<file path="src/hdl/ipv4hc_pkg.sv">
// ----------------------------------------------------------------------------
// ipv4hc_pkg: shared types and constants for the IPv4 receive header check
// Verdict codes, header byte positions and the result record passed from
// the header tracker to the top level.
// ----------------------------------------------------------------------------
package ipv4hc_pkg;

  typedef enum logic [2:0] {
    VERDICT_DELIVER_UDP = 3'd0,
    VERDICT_UNHANDLED   = 3'd1,
    VERDICT_SHORT       = 3'd2,
    VERDICT_BAD_VERSION = 3'd3,
    VERDICT_BAD_IHL     = 3'd4,
    VERDICT_BAD_CSUM    = 3'd5,
    VERDICT_NOT_FOR_US  = 3'd6
  } verdict_t;

  // header byte positions in wire order
  localparam int POS_VER_IHL   = 0;
  localparam int POS_TLEN_HI   = 2;
  localparam int POS_TLEN_LO   = 3;
  localparam int POS_PROTO     = 9;
  localparam int POS_CSUM_HI   = 10;
  localparam int POS_CSUM_LO   = 11;
  localparam int POS_SRC_FIRST = 12;
  localparam int POS_SRC_LAST  = 15;
  localparam int POS_DST_FIRST = 16;
  localparam int POS_DST_LAST  = 19;

  localparam int          MIN_HEADER   = 20;
  localparam logic [3:0]  IP_VERSION   = 4'd4;
  localparam logic [7:0]  PROTO_UDP    = 8'd17;
  localparam logic [31:0] BCAST_ADDR   = 32'hFFFF_FFFF;

  localparam logic REG_LOCAL_ADDRESS = 1'b0;

  localparam int OUT_TDATA_W = 72;

  typedef struct packed {
    verdict_t     verdict;
    logic [31:0]  source_address;
    logic [7:0]   protocol_number;
    logic [5:0]   payload_offset;
    logic [16:0]  payload_length;
  } result_t;

endpackage

</file>
<file path="src/hdl/ipv4hc_hdr_track.sv">
// ----------------------------------------------------------------------------
// ipv4hc_hdr_track: per-packet header capture and checksum
// Holds the byte count, running ones-complement sum and captured header
// fields; forms the verdict for the byte being taken when it ends a packet.
// ----------------------------------------------------------------------------
module ipv4hc_hdr_track #(
  parameter int MAX_PACKET_BYTES = 2048
) (
  input  logic                clk,
  input  logic                rst_n,
  input  logic                byte_take,
  input  logic [7:0]          byte_data,
  input  logic                byte_last,
  input  logic [31:0]         local_address,
  output ipv4hc_pkg::result_t result
);
  import ipv4hc_pkg::*;

  localparam int CNT_W = $clog2(MAX_PACKET_BYTES + 1);
  localparam int CMP_W = (CNT_W > 6) ? CNT_W : 6;

  logic [CNT_W-1:0] count_r, count_nxt;
  logic [15:0]      sum_r, sum_nxt;
  logic [7:0]       hold_r, hold_nxt;
  logic [3:0]       version_r, version_nxt;
  logic [5:0]       hdr_bytes_r, hdr_bytes_nxt;
  logic [15:0]      tlen_r, tlen_nxt;
  logic [7:0]       proto_r, proto_nxt;
  logic [31:0]      src_r, src_nxt;
  logic [31:0]      dst_r, dst_nxt;
  logic [15:0]      csum_r, csum_nxt;

  logic [CNT_W-1:0] pos;
  logic             pos_live;
  logic             in_header;
  logic [7:0]       sum_byte;
  logic [16:0]      sum_wide;
  logic [CMP_W-1:0] len_cmp;
  logic [CMP_W-1:0] hdr_cmp;

  assign pos      = count_r;
  assign pos_live = (pos < CNT_W'(MAX_PACKET_BYTES));

  always_comb begin
    count_nxt     = count_r;
    sum_nxt       = sum_r;
    hold_nxt      = hold_r;
    version_nxt   = version_r;
    hdr_bytes_nxt = hdr_bytes_r;
    tlen_nxt      = tlen_r;
    proto_nxt     = proto_r;
    src_nxt       = src_r;
    dst_nxt       = dst_r;
    csum_nxt      = csum_r;
    in_header     = 1'b0;
    sum_byte      = byte_data;
    sum_wide      = '0;
    if (pos_live) begin
      count_nxt = pos + CNT_W'(1);
      if (pos == CNT_W'(POS_VER_IHL)) begin
        version_nxt   = byte_data[7:4];
        hdr_bytes_nxt = {byte_data[3:0], 2'b00};
      end else if (pos == CNT_W'(POS_TLEN_HI) || pos == CNT_W'(POS_TLEN_LO)) begin
        tlen_nxt = {tlen_r[7:0], byte_data};
      end else if (pos == CNT_W'(POS_PROTO)) begin
        proto_nxt = byte_data;
      end else if (pos == CNT_W'(POS_CSUM_HI) || pos == CNT_W'(POS_CSUM_LO)) begin
        csum_nxt = {csum_r[7:0], byte_data};
      end else if (pos >= CNT_W'(POS_SRC_FIRST) && pos <= CNT_W'(POS_SRC_LAST)) begin
        src_nxt = {src_r[23:0], byte_data};
      end else if (pos >= CNT_W'(POS_DST_FIRST) && pos <= CNT_W'(POS_DST_LAST)) begin
        dst_nxt = {dst_r[23:0], byte_data};
      end
      // header length comes from this very byte at the first position
      in_header = (CMP_W'(pos) < CMP_W'(hdr_bytes_nxt));
      // checksum field counts as zero
      if (pos == CNT_W'(POS_CSUM_HI) || pos == CNT_W'(POS_CSUM_LO)) begin
        sum_byte = 8'h00;
      end
      if (in_header) begin
        if (!pos[0]) begin
          hold_nxt = sum_byte;
        end else begin
          sum_wide = {1'b0, sum_r} + {1'b0, hold_r, sum_byte};
          sum_nxt  = sum_wide[16] ? (sum_wide[15:0] + 16'd1) : sum_wide[15:0];
        end
      end
    end
  end

  assign len_cmp = CMP_W'(count_nxt);
  assign hdr_cmp = CMP_W'(hdr_bytes_nxt);

  always_comb begin
    result = '0;
    if (len_cmp < CMP_W'(MIN_HEADER)) begin
      result.verdict = VERDICT_SHORT;
    end else if (version_nxt != IP_VERSION) begin
      result.verdict = VERDICT_BAD_VERSION;
    end else if (hdr_cmp < CMP_W'(MIN_HEADER) || hdr_cmp > len_cmp) begin
      result.verdict = VERDICT_BAD_IHL;
    end else if (~sum_nxt != csum_nxt) begin
      result.verdict = VERDICT_BAD_CSUM;
    end else if (dst_nxt != local_address && dst_nxt != BCAST_ADDR) begin
      result.verdict = VERDICT_NOT_FOR_US;
    end else begin
      result.verdict         = (proto_nxt == PROTO_UDP) ? VERDICT_DELIVER_UDP
                                                        : VERDICT_UNHANDLED;
      result.source_address  = src_nxt;
      result.protocol_number = proto_nxt;
      result.payload_offset  = hdr_bytes_nxt;
      result.payload_length  = {1'b0, tlen_nxt} - {11'b0, hdr_bytes_nxt};
    end
  end

  always_ff @(posedge clk) begin
    if (!rst_n || (byte_take && byte_last)) begin
      // start the next packet from a clean slate
      count_r     <= '0;
      sum_r       <= '0;
      hold_r      <= '0;
      version_r   <= '0;
      hdr_bytes_r <= '0;
      tlen_r      <= '0;
      proto_r     <= '0;
      src_r       <= '0;
      dst_r       <= '0;
      csum_r      <= '0;
    end else if (byte_take) begin
      count_r     <= count_nxt;
      sum_r       <= sum_nxt;
      hold_r      <= hold_nxt;
      version_r   <= version_nxt;
      hdr_bytes_r <= hdr_bytes_nxt;
      tlen_r      <= tlen_nxt;
      proto_r     <= proto_nxt;
      src_r       <= src_nxt;
      dst_r       <= dst_nxt;
      csum_r      <= csum_nxt;
    end
  end

endmodule

</file>
<file path="src/hdl/ipv4_receive_header_check_core.sv">
// ----------------------------------------------------------------------------
// ipv4_receive_header_check_core: IPv4 receive header check
// Streams a packet in byte by byte and returns one verdict per packet.
// ----------------------------------------------------------------------------
// Takes one packet byte per clock with no gaps required; every byte passes
// an input register and then the header tracker, whose checksum add and
// field compares close into the result register, so a verdict is registered
// there as the last byte leaves the input register. Non-final bytes never stall;
// the final byte waits in the input register only while an earlier verdict
// still sits unread in the result register. Bytes past MAX_PACKET_BYTES are
// counted as absent. All state is in flip-flops and needs no clearing pass.
module ipv4_receive_header_check_core #(
  parameter int MAX_PACKET_BYTES = 2048
) (
  input  logic                               clk,
  input  logic                               rst_n,
  // in_tdata: [7:0] packet_byte
  input  logic                               in_tvalid,
  output logic                               in_tready,
  input  logic [7:0]                         in_tdata,
  input  logic                               in_tlast,
  // out_tdata: [2:0] verdict, [34:3] source_address, [42:35] protocol_number,
  //            [48:43] payload_offset, [65:49] payload_length, [71:66] zero
  output logic                               out_tvalid,
  input  logic                               out_tready,
  output logic [ipv4hc_pkg::OUT_TDATA_W-1:0] out_tdata,
  input  logic                               cfg_psel,
  input  logic                               cfg_penable,
  input  logic                               cfg_pwrite,
  input  logic [2:0]                         cfg_paddr,
  input  logic [31:0]                        cfg_pwdata,
  output logic [31:0]                        cfg_prdata,
  output logic                               cfg_pready
);
  import ipv4hc_pkg::*;

  logic [31:0] local_addr_r;
  logic        s1_valid_r;
  logic [7:0]  s1_byte_r;
  logic        s1_last_r;
  logic        out_valid_r;
  result_t     out_res_r;
  result_t     hdr_res;
  logic        out_free;
  logic        s1_adv;
  logic        out_load;
  logic        cfg_wr;

  // configuration
  assign cfg_pready = 1'b1;
  assign cfg_wr     = cfg_psel && cfg_penable && cfg_pwrite && cfg_pready;
  assign cfg_prdata = (cfg_paddr[2] == REG_LOCAL_ADDRESS) ? local_addr_r : 32'd0;

  always_ff @(posedge clk) begin
    if (!rst_n) begin
      local_addr_r <= '0;
    end else if (cfg_wr && cfg_paddr[2] == REG_LOCAL_ADDRESS) begin
      local_addr_r <= cfg_pwdata;
    end
  end

  // input register; a final byte advances only into a free result slot
  assign out_free  = !out_valid_r || out_tready;
  assign s1_adv    = s1_valid_r && (!s1_last_r || out_free);
  assign out_load  = s1_adv && s1_last_r;
  assign in_tready = !s1_valid_r || s1_adv;

  always_ff @(posedge clk) begin
    if (!rst_n) begin
      s1_valid_r <= 1'b0;
    end else if (in_tready) begin
      s1_valid_r <= in_tvalid;
    end
  end

  always_ff @(posedge clk) begin
    if (in_tready && in_tvalid) begin
      s1_byte_r <= in_tdata;
      s1_last_r <= in_tlast;
    end
  end

  ipv4hc_hdr_track #(
    .MAX_PACKET_BYTES(MAX_PACKET_BYTES)
  ) u_hdr_track (
    .clk          (clk),
    .rst_n        (rst_n),
    .byte_take    (s1_adv),
    .byte_data    (s1_byte_r),
    .byte_last    (s1_last_r),
    .local_address(local_addr_r),
    .result       (hdr_res)
  );

  // result register
  always_ff @(posedge clk) begin
    if (!rst_n) begin
      out_valid_r <= 1'b0;
    end else if (out_load) begin
      out_valid_r <= 1'b1;
    end else if (out_tready) begin
      out_valid_r <= 1'b0;
    end
  end

  always_ff @(posedge clk) begin
    if (out_load) begin
      out_res_r <= hdr_res;
    end
  end

  assign out_tvalid = out_valid_r;
  assign out_tdata  = {6'd0,
                       out_res_r.payload_length,
                       out_res_r.payload_offset,
                       out_res_r.protocol_number,
                       out_res_r.source_address,
                       out_res_r.verdict};

  // a newly raised result is always preceded by a final byte leaving the input register
  a_result_from_last: assert property (@(posedge clk) disable iff (!rst_n)
    $rose(out_valid_r) |-> $past(s1_adv && s1_last_r))
    else $error("result appeared without a final byte");

  // input stalls only behind a final byte
  a_stall_on_last: assert property (@(posedge clk) disable iff (!rst_n)
    !in_tready |-> (s1_valid_r && s1_last_r && out_valid_r && !out_tready))
    else $error("input stalled without a pending final byte");

  // rejected packets carry no header details
  a_early_zero: assert property (@(posedge clk) disable iff (!rst_n)
    (out_valid_r && out_res_r.verdict != VERDICT_DELIVER_UDP &&
     out_res_r.verdict != VERDICT_UNHANDLED) |->
    (out_res_r.source_address == 32'd0 && out_res_r.protocol_number == 8'd0 &&
     out_res_r.payload_offset == 6'd0 && out_res_r.payload_length == 17'd0))
    else $error("rejected packet reports header fields");

endmodule

</file>
<file path="config.mk">
export PLATFORM = sky130hd
export DESIGN_NAME = ipv4_receive_header_check_core
export DESIGN_NICKNAME = d
export VERILOG_FILES = /design/src/hdl/ipv4hc_pkg.sv /design/src/hdl/ipv4hc_hdr_track.sv /design/src/hdl/ipv4_receive_header_check_core.sv
export SDC_FILE = /design/constraint.sdc
export NUM_CORES = 1
export LEC_CHECK = 0
export BUFFER_PORTS_ARGS = -buffer_cell sky130_fd_sc_hd__buf_4
export CORE_MARGIN = 1
export CORE_UTILIZATION = 40
export DETAILED_ROUTE_END_ITERATION = 10
export PLACE_DENSITY = 0.7
export SETUP_SLACK_MARGIN = 0.1
export SLEW_MARGIN = 0
export SYNTH_ARGS = -nofsm -noshare
export SYNTH_HDL_FRONTEND = slang
export SYNTH_SLANG_ARGS = --single-unit
</file>
<file path="constraint.sdc">
create_clock -name clk -period 4.5 [get_ports clk]
set_input_delay 0.225 -clock clk [delete_from_list [all_inputs] [get_ports clk]]
set_output_delay 0.225 -clock clk [all_outputs]
set_load 0.01 [all_outputs]
</file>
==> results.cfg, run 1 <==
[status]
status = complete, but fails checks
violations = negative setup slack

[sta]
slew_headroom = 0.1273
rsz0062_at_grt = true
setup_viol = 66
holdWs_ns = 0.04473
slew_violations = 0
hold_viol_final = 0
setup_tns_ns = -18.60
fin_crit_sh = 1.077
max_freq_ghz = 0.2063
setup_ws_ns = -0.3472
skew_ns = 0.02721
worstMarginPinSlew_ns = 1.305
fin_crit_ns = 4.847

[cells_and_area]
final_cell_count_no_fill = 2563
multiInputGateArea_um2 = 9404
layout-drive-gt1-share = 0.2511
antennaDiodeCount = 0
ff_latch_area_um2 = 5939
area_growth_syn_to_layout_pct = 33.88
fill_cells = 3260
final_nets = 2128

[grt]
grt_use_total = 0.2377
grt_pass1_vias = 13680
grt_overflow = 0
grt_pass1_wl_mm = 73.97
grt_max_degree = 71
antenna_found_initial = 0

[cts]
cts_tree = done
clockBufferDepth = 3
numCtsBuffers = 29
htreeDepth = 1
clock-sinks = 259
clkLatencyLatePin_ns = 0.57
cts_root_buf = clkbuf_16
clk_pin_slew_ns = 0.07

[place]
dp_slack_ns = -0.5997
numPlacedInstances = 2433
io_buffers = 148
gp_congestion = 0.9558
post-dp-hpwl_mm = 32.02

[worst_setup_path]
end_kind = flip-flop
worst-path-max-fanout = 10
arrival_ns = 5.23
cp_cell_sequence = nor4_4, nand4b_1, buf_6, and2_4, ha_4, fa_2, a211oi_4, o21bai_4, nor4b_4, o32ai_4, or3b_4, and4bb_4, buf_12, xnor2_4, xnor2_2, o2111ai_4, buf_12, clkbuf_16, nor4_2
cp_slowest_cell = or3b_4
cp_common_cell = buf_12
critPathMaxStageDelay_ns = 0.42
critPathLaunchType = flip-flop
critPathKind = reg -> reg
worstPathRequired_ns = 4.89

[detailed_routing]
dr.pass1.iters = 6
route.detailed.drc = 0
viasPerCell = 5.517
num_vias = 14140
wire_per_inst_um = 18.53
drt_iter0_drc = 1107
antenna_left = 0
drt-total-wl_mm = 47.48

[floorplanning]
start_util = 0.4099
pin_count = 158
die_x_um = 196.6
num_rows = 70
die_area_um2 = 38660
dieHeight_um = 196.6
core_area_um2 = 36960

[yosys]
synthDistinctLibCells = 88
synth_edf_count = 75
avgSynthCellArea_um2 = 8.648
async_reset_ff_frac = 0
yosysTopAreaCell = dfxtp_1
yosys_warnings = 0
netlist_top_cells_area = dfxtp_1 (24%), edfxtp_1 (15%), nand2_1 (9.1%)
syn-instance-count = 1752
yosysSeqAreaShare = 0.3918
synth_most_common_cell = nand2_1
synth_area_um2 = 15150
synth_common_cells = nand2_1 (369), dfxtp_1 (184), a21oi_1 (156)
synth.top_cell.area_share = 0.2431
ys_seq_elements = 259
synth-main-ff-cell = dfxtp_1

[hold_path]
hold_path.class = in -> reg

[power_and_ir_drop]
power_uw = 5607
power_density_nw_per_um2 = 276.4
irDropWorstVdd_v = 0.0003206
power_leakage_uw = 0.008157

[flow_run]
maxCapViolCount = 0
power by group:
part / switching [µW] / internal [µW] / total, µW
sequential: 30.6 / 2430 / 2460
combinational: 393 / 305 / 698
clock: 1010 / 1440 / 2450
critical path, delay by kind of cell (launching register included):
kind | cells | cell delay (ns)
AO/OA/AOI/OAI | 4 | 0.83
flip-flops | 1 | 0.33
buffers and inverters | 4 | 0.65
adder cells (fa/ha/maj) | 2 | 0.57
AND/OR/NAND/NOR | 7 | 1.97
XOR/XNOR | 2 | 0.30
stage by stage:
step                instance area, µm²  utilization
floorplan                        15300            -
global placement                 17580       0.4755
detailed placement               17580       0.4755
CTS                              19880       0.5380
global route                     20280       0.5488
finish                           20280       0.5488
metal layers:
metal,routed length (µm),vias up,track usage
li1,-,6747,-
met1,20700,6828,0.3199
met2,23060,490,0.4028
met3,2554,76,0.02550
met4,1162,0,0.06747
met5,0,-,0
worst paths after layout:
kind | startpoint | end | slack, ns | cells past startpoint
setup reg to reg | u_hdr_track.count_r[9]$_SDFFE_PP0P_ | out_tdata[11]$_SDFFCE_PP0P_ | -0.35 | 19
hold reg to reg | u_hdr_track.version_r[2]$_SDFFE_PP0P_ | u_hdr_track.version_r[2]$_SDFFE_PP0P_ | 0.45 | 2
setup / recovery | u_hdr_track.count_r[9]$_SDFFE_PP0P_ | out_tdata[11]$_SDFFCE_PP0P_ | -0.35 | 19
hold / removal | out_tready | out_tvalid$_SDFFE_PN0P_ | 0.04 | 3
timing repair:
action | CTS | global route
hold buffers | 42 | 0
buffers inserted | 21 | 8
gates cloned | 6 | 3
gates resized for setup | 100 | 47
setup endpoints to repair | 66 | 67
pin swaps | 22 | 24
endpoints found under the hold margin | 42 | 0
registers in the layout, summed over array words and instances (netlist names):
register	cells
out_tdata	66
local_addr_r	32
u_hdr_track.dst_r	32
u_hdr_track.src_r	32
u_hdr_track.csum_r	16
u_hdr_track.sum_r	16
u_hdr_track.tlen_r	16
u_hdr_track.count_r	12
s1_byte_r	8
u_hdr_track.hold_r	8
u_hdr_track.proto_r	8
u_hdr_track.hdr_bytes_r	6
u_hdr_track.version_r	4
out_tvalid	1
s1_last_r	1
s1_valid_r	1
placed cells by master (no fill, tap or decap), drive strengths merged, types with 8 or more instances in the layout:
cell / Yosys / routed
inv: 36 / 39
a21boi: 34 / 34
clkbuf: 88 / 40
nand2b: 14 / 14
nand2: 370 / 370
nand3: 29 / 29
nor2b: 33 / 33
a211oi: 22 / 22
o22ai: 12 / 12
nor3: 25 / 25
and2: 19 / 19
nand4: 26 / 26
nor2: 101 / 101
a21oi: 157 / 157
and3: 14 / 14
dfxtp: 184 / 184
mux2i: 84 / 84
o31ai: 8 / 8
o21ai: 30 / 30
or3: 10 / 10
edfxtp: 75 / 75
xnor2: 56 / 56
ha: 38 / 38
xor2: 52 / 52
nor4: 74 / 74
buf: 33 / 325
nor3b: 8 / 8
dlygate4sd3: 0 / 42
cell type report:
type                       count  area share
tap                          504     0.03109
multi-input combinational   1341      0.4636
inverter                      36    0.006662
sequential                   259      0.2928
clock buffer                  37     0.03775
clock inverter                16     0.01005
timing repair buffer         370      0.1580
kinds of logic (layout without fill, tap and decap cells):
| family | count (synthesis) | count (layout) | share of synthesized area |
|---|---|---|---|
| AO/OA/AOI/OAI | 336 | 336 | 0.1422 |
| AND/OR/NAND/NOR | 761 | 761 | 0.2609 |
| flip-flops | 259 | 259 | 0.3918 |
| multiplexers | 88 | 88 | 0.05954 |
| buffers and inverters | 157 | 459 | 0.04559 |
| adder cells (fa/ha/maj) | 40 | 40 | 0.03402 |
| XOR/XNOR | 109 | 109 | 0.06549 |
| other | 2 | 7 | 0.0004957 |
No activity file was read; power rests on OpenSTA's default activity.
==> inputs of run 2 (changes only) <==
--- a/config.mk
+++ b/config.mk
@@ -10,4 +10,5 @@
 export CORE_UTILIZATION = 40
 export DETAILED_ROUTE_END_ITERATION = 10
+export MAX_ROUTING_LAYER = met4
 export PLACE_DENSITY = 0.7
 export SETUP_SLACK_MARGIN = 0.1
==> constraint.sdc (replaced) <==
create_clock -name clk -period 4.5 [get_ports clk]
set_input_delay 0.45 -clock clk [delete_from_list [all_inputs] [get_ports clk]]
set_output_delay 0.45 -clock clk [all_outputs]
set_load 0.01 [all_outputs]
==> results.cfg, run 2 (synthesis results as in run 1) <==
[sta]
slew_violations = 0
setup_tns_ns = -16.75
setup_ws_ns = -0.3096
fin_crit_ns = 4.810
skew_ns = 0.01316
hold_viol_final = 0
setup_viol = 66
worstMarginPinSlew_ns = 1.124
rsz0062_at_grt = true
slew_headroom = 0.2500
holdWs_ns = 0.06722
max_freq_ghz = 0.2079
fin_crit_sh = 1.069

[worst_setup_path]
path_delay_family = simple AND/OR/NAND/NOR gates
worst-path-max-fanout = 8
cp_slowest_cell = or3b_4
r2r_cells = 18
r2r_slack_ns = -0.31
path_buf_inv = 3
rr_endpoint = out_tdata[10]$_SDFFCE_PP0P_
cp.depth = 18
critPathKind = reg -> reg
r2r-start = u_hdr_track.count_r[9]$_SDFFE_PP0P_
cp_cell_sequence = nor4_4, nand4b_1, buf_6, and2_4, ha_4, fa_2, a211oi_4, o21bai_4, nor4b_4, o32ai_4, or3b_4, and4bb_4, xnor2_4, xnor2_2, o2111ai_4, buf_6, clkbuf_16, nor4_4
endpoint = out_tdata[10]$_SDFFCE_PP0P_
cp-startpoint = u_hdr_track.count_r[9]$_SDFFE_PP0P_
arrival_ns = 5.19
end_kind = flip-flop
critPathLaunchType = flip-flop
worstPathRequired_ns = 4.88
critPathMaxStageDelay_ns = 0.42

[cts]
numCtsBuffers = 28
clock-sinks = 259
htreeDepth = 1
cts_root_buf = clkbuf_16
cts_tree = done
clk_pin_slew_ns = 0.06
clockBufferDepth = 3
clkLatencyLatePin_ns = 0.56
ctsHoldBuffers = 0

[cells_and_area]
final_common_cell = nand2_1
layout-drive-gt1-share = 0.2548
final_nets = 2082
fill_cells = 3358
antennaDiodeCount = 0
area_growth_syn_to_layout_pct = 29.33
largest_reg_flops = 66
final_cell_mix = nand2_1 (366), buf_4 (302), dfxtp_1 (180), a21oi_1 (153), nor2_1 (97)

[grt]
grt_use_total = 0.2338
grt_overflow = 0
grt_pass1_wl_mm = 70.94
antenna_found_initial = 0
grt_max_degree = 151
grt_pass1_vias = 13180

[detailed_routing]
drt_iter0_drc = 859
drt-total-wl_mm = 44.95
wire_per_inst_um = 17.86
antenna_left = 0
route.detailed.drc = 0
dr.pass1.iters = 5
viasPerCell = 5.431
num_vias = 13670

[floorplanning]
start_util = 0.4099
pin_count = 158
core_area_um2 = 36960
dieHeight_um = 196.6
num_rows = 70
die_x_um = 196.6
die_area_um2 = 38660

[power_and_ir_drop]
p_sw_frac = 0.2520
power_leakage_uw = 0.007704
internal-power_uw = 4110
power_density_nw_per_um2 = 280.4
irDropWorstVdd_v = 0.0003051
seq_power_share = 0.447
switchingPower_uw = 1384
power_frac_clock = 0.432
combPwrFrac = 0.121

[status]
status = complete, but fails checks
violations = negative setup slack

[place]
gp_congestion = 0.9687
post-dp-hpwl_mm = 32.01
io_buffers = 148

[hold_path]
hold_path.class = in -> reg

[flow_run]
maxCapViolCount = 0
==> run 2: changes by cell type in the layout (fill, tap and decap cells not counted), sizes merged <==
| cell | before | now |
|---|---|---|
| dlygate4sd3 | 42 | 0 |
| buf | 325 | 322 |
| inv | 39 | 38 |
| clkinv | 7 | 4 |
| clkbuf | 40 | 45 |
| clkinvlp | 2 | 1 |
| bufinv | 4 | 3 |
==> run 2: power groups by stage <==
stage / Sequential, µW / Combinational, µW / Clock, µW
2_1_floorplan: 2500 / 390 / 0
3_3_place_gp: 2500 / 609 / 0
3_5_place_dp: 2500 / 621 / 0
4_1_cts: 2450 / 644 / 2400
5_1_grt: 2460 / 722 / 2500
6_report: 2450 / 665 / 2370
==> run 2: area by class of cell <==
type	instances	area [µm²]	share of cell area
clock inverters	10	146.4	0.007471
repair buffers	325	2674	0.1365
inverters	36	135.1	0.006897
well taps	504	630.6	0.03218
clock buffers	42	797.0	0.04068
multi-input cells	1341	9270	0.4731
flip-flops and latches	259	5941	0.3032
==> run 2: worst min-delay path by stage <==
stage | start | end | slack [ns] | depth (start not counted)
after floorplan | u_hdr_track.version_r[2]$_SDFFE_PP0P_ | u_hdr_track.version_r[2]$_SDFFE_PP0P_ | 0.43 | 2
final | in_tlast | s1_last_r$_DFFE_PP_ | 0.07 | 1
after global placement | u_hdr_track.csum_r[11]$_SDFFE_PP0P_ | u_hdr_track.csum_r[11]$_SDFFE_PP0P_ | 0.44 | 2
after global routing | in_tdata[4] | s1_byte_r[4]$_DFFE_PP_ | 0.06 | 1
after CTS | in_tlast | s1_last_r$_DFFE_PP_ | 0.06 | 1
after detailed placement | u_hdr_track.csum_r[11]$_SDFFE_PP0P_ | u_hdr_track.csum_r[11]$_SDFFE_PP0P_ | 0.44 | 2
==> run 2: worst register-to-register path: stages (launching register included) <==
cell and delay [ns]:
dfxtp_2 0.33, nor4_4 0.31, nand4b_1 0.15, buf_6 0.16
and2_4 0.17, ha_4 0.16, fa_2 0.37, a211oi_4 0.30
o21bai_4 0.20, nor4b_4 0.27, o32ai_4 0.19, or3b_4 0.42
and4bb_4 0.40, xnor2_4 0.15, xnor2_2 0.16, o2111ai_4 0.25
buf_6 0.24, clkbuf_16 0.18, nor4_4 0.22
==> run 2: per-stage QoR <==
step	utilization	total power, µW	setup WS, ns	std cells	cell area [µm²]
finish	0.5301	5494	-0.3096	2517	19590
CTS	0.5180	5499	-0.2120	2508	19150
global placement	0.4795	3113	-0.4255	2446	17720
global route	0.5301	5680	-0.4727	2517	19590
floorplan	-	2889	-0.1271	1757	15300
detailed placement	0.4795	3125	-0.5532	2446	17720
==> run 2: repair_timing <==
item | CTS | global route
buffers inserted | 9 | 6
setup endpoints to repair | 67 | 67
cloned | 1 | 3
gates resized for setup | 70 | 49
pin swaps | 21 | 35
==> run 2: layer usage <==
| layer | up-vias | share of wire | GRT usage |
|---|---|---|---|
| li1 | 6662 | - | - |
| met1 | 6564 | 0.46 | 0.3141 |
| met2 | 373 | 0.47 | 0.3769 |
| met3 | 71 | 0.048 | 0.02225 |
| met4 | 0 | 0.027 | 0.06202 |
| met5 | - | 0 | - |
